===== src/hw/rtl/bqs_pkg.sv =====
// ----------------------------------------------------------------------------
// Biquad section package
// Fixed widths, register indexes, multiply step codes and the control
// bundle passed from the sequencer to the datapath.
// ----------------------------------------------------------------------------
package bqs_pkg;

  // Coefficient width (signed, fixed by the register map)
  localparam int COEF_BITS = 24;
  localparam int REG_IDX_BITS = 3;

  // Configuration register indexes
  typedef enum logic [REG_IDX_BITS-1:0] {
    REG_BYPASS = 3'd0,
    REG_B0     = 3'd1,
    REG_B1     = 3'd2,
    REG_B2     = 3'd3,
    REG_A1     = 3'd4,
    REG_A2     = 3'd5
  } reg_idx_t;

  // Multiply steps, issued in this order
  typedef enum logic [2:0] {
    OP_B0 = 3'd0,
    OP_B1 = 3'd1,
    OP_B2 = 3'd2,
    OP_A1 = 3'd3,
    OP_A2 = 3'd4
  } op_t;

  // Sequencer to datapath control
  typedef struct packed {
    logic accept;  // input beat taken this cycle
    logic issue;   // start a product this cycle
    op_t  op;      // which product
    logic load;    // write the output register this cycle
    logic pass;    // current item is a bypass item
  } bqs_ctrl_t;

endpackage


===== src/hw/rtl/bqs_mul.sv =====
// ----------------------------------------------------------------------------
// Biquad section multiplier
// Shared coefficient by sample multiplier with round-half-up to the
// sample grid. One product per cycle, result registered with its step tag.
// ----------------------------------------------------------------------------
module bqs_mul import bqs_pkg::*; #(
  parameter int SAMPLE_BITS    = 24,
  parameter int COEF_FRAC_BITS = 20
) (
  input  logic                                                 clk,
  input  logic                                                 rst_n,
  input  logic                                                 issue,
  input  op_t                                                  op,
  input  logic signed [COEF_BITS-1:0]                          coef,
  input  logic signed [SAMPLE_BITS-1:0]                        val,
  output logic                                                 rnd_vld,
  output op_t                                                  rnd_op,
  output logic signed [COEF_BITS+SAMPLE_BITS-COEF_FRAC_BITS-1:0] rnd
);

  localparam int PW = COEF_BITS + SAMPLE_BITS;
  localparam int RW = PW - COEF_FRAC_BITS;
  localparam logic signed [PW-1:0] HALF = PW'(1) <<< (COEF_FRAC_BITS - 1);

  logic signed [PW-1:0] prod;
  logic signed [PW-1:0] biased;
  logic signed [PW-1:0] shifted;
  logic signed [RW-1:0] rnd_nxt;
  logic signed [RW-1:0] rnd_r;
  logic                 vld_r;
  op_t                  op_r;

  // Multiply, add half an LSB, drop the fraction bits
  always_comb begin
    prod    = coef * val;
    biased  = prod + HALF;
    shifted = biased >>> COEF_FRAC_BITS;
    rnd_nxt = shifted[RW-1:0];
  end

  // Hold the rounded product and its tag
  always_ff @(posedge clk) begin
    if (!rst_n) begin
      vld_r <= 1'b0;
    end else begin
      vld_r <= issue;
    end
  end

  always_ff @(posedge clk) begin
    if (issue) begin
      rnd_r <= rnd_nxt;
      op_r  <= op;
    end
  end

  assign rnd_vld = vld_r;
  assign rnd_op  = op_r;
  assign rnd     = rnd_r;

endmodule


===== src/hw/rtl/bqs_seq.sv =====
// ----------------------------------------------------------------------------
// Biquad section sequencer
// Takes one input beat; for a filtered beat, steps the shared multiplier
// through the five products, lets the last settle; then hands off the result.
// ----------------------------------------------------------------------------
module bqs_seq import bqs_pkg::*; (
  input  logic      clk,
  input  logic      rst_n,
  input  logic      in_valid,
  output logic      in_stall,
  input  logic      bypass,
  input  logic      out_free,
  output bqs_ctrl_t ctrl
);

  typedef enum logic [3:0] {
    ST_IDLE = 4'b0001,
    ST_RUN  = 4'b0010,
    ST_WAIT = 4'b0100,
    ST_DONE = 4'b1000
  } state_t;

  state_t state_r, state_nxt;
  op_t    op_r, op_nxt;
  logic   pass_r, pass_nxt;
  logic   accept;
  logic   load;

  assign in_stall = (state_r != ST_IDLE);
  assign accept   = in_valid && (state_r == ST_IDLE);
  assign load     = (state_r == ST_DONE) && out_free;

  // Advance through the product steps
  always_comb begin
    state_nxt = state_r;
    op_nxt    = op_r;
    pass_nxt  = pass_r;
    unique case (state_r)
      ST_IDLE: begin
        if (accept) begin
          pass_nxt  = bypass;
          op_nxt    = OP_B0;
          state_nxt = bypass ? ST_DONE : ST_RUN;
        end
      end
      ST_RUN: begin
        if (op_r == OP_A2) begin
          state_nxt = ST_WAIT;
        end else begin
          op_nxt = op_t'(op_r + 3'd1);
        end
      end
      ST_WAIT: begin
        state_nxt = ST_DONE;
      end
      ST_DONE: begin
        if (out_free) begin
          state_nxt = ST_IDLE;
        end
      end
      default: begin
        state_nxt = ST_IDLE;
      end
    endcase
  end

  always_ff @(posedge clk) begin
    if (!rst_n) begin
      state_r <= ST_IDLE;
      op_r    <= OP_B0;
      pass_r  <= 1'b0;
    end else begin
      state_r <= state_nxt;
      op_r    <= op_nxt;
      pass_r  <= pass_nxt;
    end
  end

  // Drive the datapath controls
  always_comb begin
    ctrl.accept = accept;
    ctrl.issue  = (state_r == ST_RUN);
    ctrl.op     = op_r;
    ctrl.load   = load;
    ctrl.pass   = pass_r;
  end

endmodule


===== src/hw/rtl/biquad_iir_section_top.sv =====
// ----------------------------------------------------------------------------
// Biquad IIR section, transposed direct form II
//
//   channel  dir  handshake             payload
//   in_      in   in_valid / in_stall   in_sample_in
//   out_     out  out_valid / out_stall out_sample_out, out_clipped
//   cfg_     in   cfg_wr_en             cfg_index, cfg_wdata
//
// A filtered sample goes from input beat to the next free input slot through
// five products on the one shared multiplier, a step for the last product to
// accumulate and one to write the output register. A bypass sample goes
// straight from its input beat to the output register write.
// Reset clears both delay values and loads the coefficient reset values.
// A stalled output holds the sequencer in its final step; no new input beat
// is taken until the result has moved into the output register.
// ----------------------------------------------------------------------------
module biquad_iir_section_top import bqs_pkg::*; #(
  parameter int SAMPLE_BITS    = 24,
  parameter int COEF_FRAC_BITS = 20,
  parameter int STATE_BITS     = 40
) (
  input  logic                          clk,
  input  logic                          rst_n,
  input  logic                          in_valid,
  output logic                          in_stall,
  input  logic signed [SAMPLE_BITS-1:0] in_sample_in,
  output logic                          out_valid,
  input  logic                          out_stall,
  output logic signed [SAMPLE_BITS-1:0] out_sample_out,
  output logic                          out_clipped,
  input  logic                          cfg_wr_en,
  input  logic [REG_IDX_BITS-1:0]       cfg_index,
  input  logic [COEF_BITS-1:0]          cfg_wdata
);

  localparam int PW = COEF_BITS + SAMPLE_BITS;
  localparam int RW = PW - COEF_FRAC_BITS;
  localparam int AW = ((RW > STATE_BITS) ? RW : STATE_BITS) + 2;

  localparam logic signed [AW-1:0] Y_MAX =
    {{(AW-SAMPLE_BITS+1){1'b0}}, {(SAMPLE_BITS-1){1'b1}}};
  localparam logic signed [AW-1:0] Y_MIN =
    {{(AW-SAMPLE_BITS+1){1'b1}}, {(SAMPLE_BITS-1){1'b0}}};
  localparam logic signed [AW-1:0] D_MAX =
    {{(AW-STATE_BITS+1){1'b0}}, {(STATE_BITS-1){1'b1}}};
  localparam logic signed [AW-1:0] D_MIN =
    {{(AW-STATE_BITS+1){1'b1}}, {(STATE_BITS-1){1'b0}}};
  localparam logic [COEF_BITS-1:0] B0_RESET = COEF_BITS'(64'd1 << COEF_FRAC_BITS);

  // Configuration registers
  logic                        bypass_r;
  logic signed [COEF_BITS-1:0] b0_r, b1_r, b2_r, a1_r, a2_r;

  // Filter state and working registers
  logic signed [STATE_BITS-1:0]  d1_r, d2_r, d1_nxt, d2_nxt;
  logic signed [SAMPLE_BITS-1:0] x_r;
  logic signed [SAMPLE_BITS-1:0] y_r, y_nxt;
  logic                          clip_r, clip_nxt;
  logic signed [AW-1:0]          acc1_r, acc2_r;

  // Output register
  logic                          out_valid_r, out_valid_nxt;
  logic signed [SAMPLE_BITS-1:0] out_sample_r;
  logic                          out_clipped_r;

  // Sequencer and multiplier links
  bqs_ctrl_t                     ctrl;
  logic                          out_free;
  logic signed [COEF_BITS-1:0]   mul_coef;
  logic signed [SAMPLE_BITS-1:0] mul_val;
  logic                          rnd_vld;
  op_t                           rnd_op;
  logic signed [RW-1:0]          rnd;
  logic signed [AW-1:0]          rnd_ext;
  logic signed [AW-1:0]          y_sum;

  // Write configuration
  always_ff @(posedge clk) begin
    if (!rst_n) begin
      bypass_r <= 1'b1;
      b0_r     <= B0_RESET;
      b1_r     <= '0;
      b2_r     <= '0;
      a1_r     <= '0;
      a2_r     <= '0;
    end else if (cfg_wr_en) begin
      unique case (cfg_index)
        REG_BYPASS: bypass_r <= cfg_wdata[0];
        REG_B0:     b0_r     <= cfg_wdata;
        REG_B1:     b1_r     <= cfg_wdata;
        REG_B2:     b2_r     <= cfg_wdata;
        REG_A1:     a1_r     <= cfg_wdata;
        REG_A2:     a2_r     <= cfg_wdata;
        default: ;
      endcase
    end
  end

  assign out_free = !out_valid_r || !out_stall;

  bqs_seq u_seq (
    .clk      (clk),
    .rst_n    (rst_n),
    .in_valid (in_valid),
    .in_stall (in_stall),
    .bypass   (bypass_r),
    .out_free (out_free),
    .ctrl     (ctrl)
  );

  // Select multiplier operands for the current step
  always_comb begin
    mul_val = (ctrl.op == OP_A1 || ctrl.op == OP_A2) ? y_r : x_r;
    case (ctrl.op)
      OP_B0:   mul_coef = b0_r;
      OP_B1:   mul_coef = b1_r;
      OP_B2:   mul_coef = b2_r;
      OP_A1:   mul_coef = a1_r;
      OP_A2:   mul_coef = a2_r;
      default: mul_coef = '0;
    endcase
  end

  bqs_mul #(
    .SAMPLE_BITS    (SAMPLE_BITS),
    .COEF_FRAC_BITS (COEF_FRAC_BITS)
  ) u_mul (
    .clk     (clk),
    .rst_n   (rst_n),
    .issue   (ctrl.issue),
    .op      (ctrl.op),
    .coef    (mul_coef),
    .val     (mul_val),
    .rnd_vld (rnd_vld),
    .rnd_op  (rnd_op),
    .rnd     (rnd)
  );

  // Output sample: add first delay, saturate to the sample width
  always_comb begin
    rnd_ext  = AW'(rnd);
    y_sum    = rnd_ext + AW'(d1_r);
    clip_nxt = (y_sum > Y_MAX) || (y_sum < Y_MIN);
    if (y_sum > Y_MAX) begin
      y_nxt = Y_MAX[SAMPLE_BITS-1:0];
    end else if (y_sum < Y_MIN) begin
      y_nxt = Y_MIN[SAMPLE_BITS-1:0];
    end else begin
      y_nxt = y_sum[SAMPLE_BITS-1:0];
    end
  end

  // Capture the sample and accumulate each rounded product
  always_ff @(posedge clk) begin
    if (ctrl.accept) begin
      x_r <= in_sample_in;
    end
    if (rnd_vld) begin
      case (rnd_op)
        OP_B0: begin
          y_r    <= y_nxt;
          clip_r <= clip_nxt;
        end
        OP_B1:   acc1_r <= rnd_ext + AW'(d2_r);
        OP_B2:   acc2_r <= rnd_ext;
        OP_A1:   acc1_r <= acc1_r - rnd_ext;
        OP_A2:   acc2_r <= acc2_r - rnd_ext;
        default: ;
      endcase
    end
  end

  // Saturate new delay values to the state width
  always_comb begin
    if (acc1_r > D_MAX) begin
      d1_nxt = D_MAX[STATE_BITS-1:0];
    end else if (acc1_r < D_MIN) begin
      d1_nxt = D_MIN[STATE_BITS-1:0];
    end else begin
      d1_nxt = acc1_r[STATE_BITS-1:0];
    end
    if (acc2_r > D_MAX) begin
      d2_nxt = D_MAX[STATE_BITS-1:0];
    end else if (acc2_r < D_MIN) begin
      d2_nxt = D_MIN[STATE_BITS-1:0];
    end else begin
      d2_nxt = acc2_r[STATE_BITS-1:0];
    end
  end

  // Commit state when a filtered result leaves; bypass leaves it alone
  always_ff @(posedge clk) begin
    if (!rst_n) begin
      d1_r <= '0;
      d2_r <= '0;
    end else if (ctrl.load && !ctrl.pass) begin
      d1_r <= d1_nxt;
      d2_r <= d2_nxt;
    end
  end

  // Output register: load on hand-off, drop once the beat is taken
  assign out_valid_nxt = ctrl.load || (out_valid_r && out_stall);

  always_ff @(posedge clk) begin
    if (!rst_n) begin
      out_valid_r <= 1'b0;
    end else begin
      out_valid_r <= out_valid_nxt;
    end
  end

  always_ff @(posedge clk) begin
    if (ctrl.load) begin
      out_sample_r  <= ctrl.pass ? x_r : y_r;
      out_clipped_r <= ctrl.pass ? 1'b0 : clip_r;
    end
  end

  assign out_valid      = out_valid_r;
  assign out_sample_out = out_sample_r;
  assign out_clipped    = out_clipped_r;

endmodule


===== config.mk =====
export PLATFORM = sky130hd
export DESIGN_NAME = biquad_iir_section_top
export DESIGN_NICKNAME = d
export VERILOG_FILES = /design/src/hw/rtl/bqs_pkg.sv /design/src/hw/rtl/bqs_mul.sv /design/src/hw/rtl/bqs_seq.sv /design/src/hw/rtl/biquad_iir_section_top.sv
export SDC_FILE = /design/constraint.sdc
export NUM_CORES = 2
export LEC_CHECK = 0
export ABC_CLOCK_PERIOD_IN_PS = 8800
export CAP_MARGIN = 20
export CORE_MARGIN = 1
export CORE_UTILIZATION = 44
export DETAILED_ROUTE_END_ITERATION = 12
export DONT_BUFFER_PORTS = 1
export PLACE_DENSITY = 0.69
export SLEW_MARGIN = 30
export SYNTH_ARGS = -nofsm -noshare
export SYNTH_HDL_FRONTEND = slang
export SYNTH_SLANG_ARGS = --single-unit

===== constraint.sdc =====
create_clock -name clk -period 8.8 [get_ports clk]
set_clock_uncertainty 0.2 [all_clocks]
set_input_delay 1.32 -clock clk [delete_from_list [all_inputs] [get_ports clk]]
set_output_delay 1.32 -clock clk [all_outputs]
set_load 0.02 [all_outputs]

# [Word-level counts from Yosys, hierarchy flattened]
# Cells that the tools add are included.
[classes] mux=18 n_eq_ne=22 mul=1 addsub=6 magnitude_cmp=6 n_reduce_logical=29
[ops] cell="$pmux W42 S2" n=2
[ops] cell="$mux W40" n=4
[ops] cell="$pmux W24 S5" n=1
[ops] cell="$gt A42 B40 Y1 const B" n=2
[ops] cell="$lt A42 B40 Y1 const B" n=2
[ops] cell="$sub A42 B28 Y42" n=2
[ops] cell="$add A28 B40 Y41" n=2
[ops] cell="$mux W24" n=3
[ops] cell="$add A48 B21 Y48 const B" n=1
[ops] cell="$mul A24 B24 Y48" n=1
[ops] cell="$gt A41 B24 Y1 const B" n=1
[ops] cell="$lt A41 B24 Y1 const B" n=1
[ops] cell="$reduce_and A2 Y1" n=10
[ops] cell="$eq A3 B2 Y1 const B" n=6
[ops] cell="$mux W4" n=4
[ops] cell="$pmux W4 S4" n=1
[ops] cell="$eq A3 B3 Y1 const B" n=4
[ops] cell="$eq A3 B1 Y1 const B" n=3
[ops] cell="$logic_not A3 Y1" n=3
[ops] cell="$mux W3" n=2
[ops] cell="$pmux W3 S2" n=1
[ops] cell="$reduce_and A3 Y1" n=2
[ops] cell="$reduce_bool A2 Y1" n=3
[ops] cell="$eq A4 B1 Y1 const B" n=1
[ops] cell="10 further kinds" n=20
[totals] out_inout_bits=27 regBits=400 elab_cells=104 in_bits=56

# [Longest topological paths before layout]
[depth] depth_word=5 ltp_mapped=37 ltp_nobuf=33

# [Hierarchy]
# Synthesis repeated with hierarchy kept, for this count alone.
[unflattened] hier_cells=5010 area_unflattened_um2=45438.6
[by_module_without_submodules] mod="biquad_iir_section_top" seq_area_each_um2=8788.4 n_inst=1 area_per_inst_um2=23283.6 cells_each=2704
[by_module_without_submodules] mod="bqs_mul" seq_area_each_um2=950.9 n_inst=1 area_per_inst_um2=21660.8 cells_each=2247
[by_module_without_submodules] mod="bqs_seq" seq_area_each_um2=160.2 n_inst=1 area_per_inst_um2=494.2 cells_each=59

# [Worst setup path after synthesis]
# OpenSTA, ideal clock, no wires.
[synth_timing] path_type="register -> register" startpoint="register u_seq.op_r[2]" endpoint="register u_mul.rnd_r[27], in the netlist u_mul.rnd[27], data pin" required_ns=8.340 setup_slack_ns=-0.706 setup_time_ns=0.260 synth_period_minus_slack_ns=9.506 t_arrival_ns=9.047 stages_incl_launch_ff=36 path_buffers=6 cell_sequence="dfxtp_1 buf_2 clkbuf_1 inv_1 ha_1 clkbuf_1 a21oi_1 clkbuf_1 buf_1 mux2i_1 clkbuf_1 nor2_1 fa_1 inv_1 fa_1 inv_1 fa_1 inv_1 fa_1 inv_1 fa_1 fa_1 inv_1 fa_1 inv_1 ha_1 a211o_1 a21oi_1 a31oi_1 a21o_1 a21o_1 a311o_1 a2111o_1 a31o_1 a21oi_1 xnor2_1"
[synth_between] elab_chain_len=5 word_cells_on_any_way=10 cone_classes="add/sub: 1; mul: 1; eq/ne: 4; mux: 2; reduce/logical: 2"
[synth_lines] element="start: declaration" line="bqs_seq.sv:24" text="op_t op_r, op_nxt;"
[synth_lines] element="start signal: assignment" line="bqs_seq.sv:74" text="op_r <= op_nxt;"
[synth_lines] element="branches (longest 3 deep; another with $pmux W24 S5)"
[synth_lines] element="$mul A24 B24 Y48 (*)" line="bqs_mul.sv:35" text="prod = coef * val;"
[synth_lines] element="$add A48 B21 Y48 (*)" line="bqs_mul.sv:36" text="biased = prod + HALF;"
[synth_lines] element="via u_mul.biased[47]" line="bqs_mul.sv:26" text="logic signed [PW-1:0] biased;"
[synth_lines] element="end signal: assignment" line="bqs_mul.sv:52" text="rnd_r <= rnd_nxt;"
[synth_lines] element="end: declaration" line="bqs_mul.sv:29" text="logic signed [RW-1:0] rnd_r;"
# Mark *: on every way through the listed nets, which the timed path passes.
# A chain may end at the register's enable or synchronous reset.

# [Worst setup path after layout]
[layout_timing] startpoint="register u_seq.op_r[1]" endpoint="register u_mul.rnd_r[27], in the netlist u_mul.rnd[27], data pin"
# The elaborated chain is that of the path after synthesis.

==> results by group <==
Outcome
  • Status: finished, final reports clean

Power
  • Sequential group share of total power: 0.324
  • Worst VDD drop: 0.139 mV
  • Switch share: 0.346
  • Comb power frac: 0.379
  • Power share of the clock group: 0.297
  • Sw Pwr: 2.29 mW
  • Final Power: 6.61 mW
  • Leakage: 22.3 nW
  • Internal power: 4.33 mW
  • P per Cell Area: 136 nW/µm²

Finish
  • Area of the multi-input gates: 30,900 µm²
  • FF/Latch Area: 9900 µm²
  • Final instance area: 48,800 µm²
  • Area growth, synth to finish: 11.1%
  • Fraction of layout cells with a size suffix above 1: 0.0907
  • Post-layout util: 0.494
  • Fillcell total: 9,192
  • Nets: 5,955
  • Non-Filler Instances: 6,316

Clocking
  • CTS tree: built
  • Clock sink count: 400
  • Clock latency on the worst-skew pair: 0.63 ns
  • CTS max path bufs: 3
  • CTS Buf Count: 46
  • Clock root cell: clkbuf_16
  • Htree depth: 2
  • Clock transition at path regs: 0.06 ns

Route
  • Number of vias per cell: 5.57
  • Final wirelength: 128,000 µm
  • DRT Pass-1 Iters: 6
  • Drt wl/cell: 20.2 µm
  • Total number of vias: 35,200
  • DR DRC count: 0
  • DR iter-0 viols: 2,976
  • Routed Antenna Nets: 0

Floorplan
  • Full die area: 101,000 µm²
  • # rows: 115
  • Initial Utilization: 0.445
  • I/O Pins: 83
  • Chip Width: 318 µm
  • Die Y-Extent: 318 µm
  • Core ar.: 98,700 µm²

Synthesis
  • Synth area leader: fa_1
  • Post-Syn Area: 43,900 µm²
  • Synth cell types: 75
  • EDFF count, synth: 189
  • Seq/Total Area, Yosys: 0.225
  • Top-area cell type share of the netlist area: 0.278
  • Simple-gate share of the synthesized area: 0.142
  • Synth top area cells: fa_1 28%, edfxtp_1 13%, dfxtp_1 9.6%, ha_1 8.4%, nand2_1 7.5%
  • Synthesis-stage register bit count: 400
  • Compound-Gate Fraction of Synth Area: 0.139
  • Count leader, synth: nand2_1
  • Xor-xnor portion of the synthesized cell area: 0.0347
  • Number of synthesis warnings: 0
  • Avg Inst Size Synth: 8.96 µm²
  • Most used DFF post-synth: dfxtp_1
  • Syn Inst Count: 4,904
  • Synth cell count leaders: 881 x nand2_1, 705 x inv_1, 611 x fa_1, 298 x nor2_1, 295 x ha_1
  • Main combinational cell family by area after synthesis: adder cells
  • Synthesized Nets: 5,866
  • Mux contribution to synthesized area: 0.0185
  • Fraction of registers with async set/reset: 0
  • Synth Area in Adders: 0.363

Worst setup path
  • Worst EP required: 8.93 ns
  • Critical path class: register to register
  • R2r setup slk: 0.16 ns
  • Crit path max fanout: 10
  • Slowest CP cell: fa_1
  • Worst Setup End Kind: register
  • CP max stage delay: 0.55 ns
  • WP data arrival: 8.77 ns
  • CP most frequent cell: fa_1
  • CP Launch Type: register

Worst hold path
  • Worst hold path class: register to register

Global routing
  • First-pass GRT wire length: 198,000 µm
  • Initial antenna violation count: 1
  • Total congestion overflow: 0
  • Vias in the first global route: 34,800
  • Largest net degree at the start of global routing: 210
  • Total GRT Usage: 0.250

Placement
  • DP Cell Count: 6,212
  • Area after DPL: 46,700 µm²
  • Post-DP HPWL: 102,000 µm
  • GP Congestion: 0.972
  • Port Buffers: 0

STA
  • Max Fclk: 116 MHz
  • Setup TNS: 0 ns
  • Fin. Hold Viols: 0
  • Worst Tran Pin Value: 1.01 ns
  • Fin. max-slew vios: 0
  • Slew headroom: 0.323
  • Fin crit period: 8.64 ns
  • Final setup fails: 0
  • Final period util: 0.981

Job
  • Max_cap viols: 0
per-stage QoR:
stage | worst slack [ns] | hold WS, ns
floorplan | 0.00670 | 0.203
global placement | 0.105 | 0.248
detailed placement | -0.00389 | 0.256
CTS | 0.0268 | 0.264
global route | -0.140 | 0.280
finish | 0.164 | 0.263
worst max-delay path: cells and delay by family (launching register included):
family	cells	cell delay [ns]
and+or+nand+nor	1	0.06
DFF	1	0.36
buffers and inverters	7	0.79
adders and majority gates	10	4.25
muxes	1	0.24
xor gates and xnor gates	1	0.07
AOI/OAI and AO/OA	11	2.37
what timing repair did:
| action | CTS | global route |
|---|---|---|
| endpoints found under the setup margin | 1 | 9 |
| pin swaps | 3 | 40 |
| hold buffers | 0 | 0 |
| gates cloned | 0 | 4 |
| setup buffers | 1 | 15 |
| resized for setup | 2 | 95 |
layout by cell type (no fill, tap or decap), types with 16 or more instances in the layout:
master | synthesis | routed
nand2_1 | 881 | 872
inv_1 | 705 | 698
fa_1 | 611 | 602
nor2_1 | 298 | 294
ha_1 | 295 | 287
a21oi_1 | 254 | 246
o21ai_0 | 217 | 214
buf_4 | 1 | 213
dfxtp_1 | 211 | 209
edfxtp_1 | 189 | 189
a21boi_0 | 124 | 124
xnor2_1 | 103 | 103
a21o_1 | 85 | 84
xor2_1 | 71 | 71
clkbuf_16 | 0 | 51
o21ai_1 | 46 | 45
nand2b_1 | 45 | 45
nor2b_1 | 44 | 42
mux2_2 | 51 | 39
o21a_1 | 43 | 39
nand3_1 | 40 | 39
nand4_1 | 32 | 32
and2_1 | 33 | 30
a22oi_1 | 28 | 28
nor3_1 | 25 | 24
a211oi_1 | 20 | 20
a31oi_1 | 20 | 19
o21bai_1 | 20 | 19
mux2i_1 | 24 | 16
or3_1 | 17 | 16
buf_6 | 0 | 16
final cells by class:
class | count | area share
clock inverter | 18 | 0.00459
sequential | 400 | 0.203
tap | 1287 | 0.0330
timing repair buffer | 248 | 0.0445
clock buffer | 64 | 0.0263
antenna | 2 | 0.000103
multi-input combinational | 3591 | 0.634
inverter | 706 | 0.0543
registers in the layout, indices dropped and copies added (netlist names), 4 cells and up:
name            count
acc1_r             42
acc2_r             42
d1_r               40
d2_r               40
u_mul.rnd          28
a1_r               24
a2_r               24
b0_r               24
b1_r               24
b2_r               24
out_sample_out     24
x_r                24
y_r                24
u_seq.state_r       4
metal layers:
| metal | GRT usage | share of wire | up-vias | routed length, µm |
|---|---|---|---|---|
| met4 | 0.100 | 0.044 | 2 | 5630 |
| met1 | 0.345 | 0.43 | 17400 | 54400 |
| li1 | - | - | 16100 | - |
| met2 | 0.378 | 0.44 | 1402 | 55600 |
| met3 | 0.0559 | 0.093 | 257 | 11900 |
| met5 | 0 | 0.00010 | - | 13 |
power groups by stage:
| stage | Clock (mW) | Sequential, mW | Combinational [mW] |
|---|---|---|---|
| 5_1_grt | 2.07 | 2.15 | 2.79 |
| 6_report | 1.96 | 2.14 | 2.51 |
| 3_5_place_dp | 0 | 2.18 | 2.41 |
| 3_3_place_gp | 0 | 2.18 | 2.35 |
| 2_1_floorplan | 0 | 2.15 | 1.70 |
| 4_1_cts | 1.99 | 2.14 | 2.43 |
logic make-up (layout without fill, tap and decap cells):
kind of cell,Yosys count,after routing
AO/OA/AOI/OAI,970,970
other,0,2
flip-flops,400,400
multiplexers,75,75
XOR/XNOR,174,174
AND/OR/NAND/NOR,1466,1466
buffers and inverters,913,1036
adder cells (fa/ha/maj),906,906
worst paths after layout:
check | from | endpoint | cells after the start
worst max-delay path | u_seq.op_r[1] | u_mul.rnd[27] | 31
worst min-delay path | b2_r[4] | b2_r[4] | 2
worst max register to register | u_seq.op_r[1] | u_mul.rnd[27] | 31
worst min register to register | b2_r[4] | b2_r[4] | 2
Power figures use the tool's default switching activity.
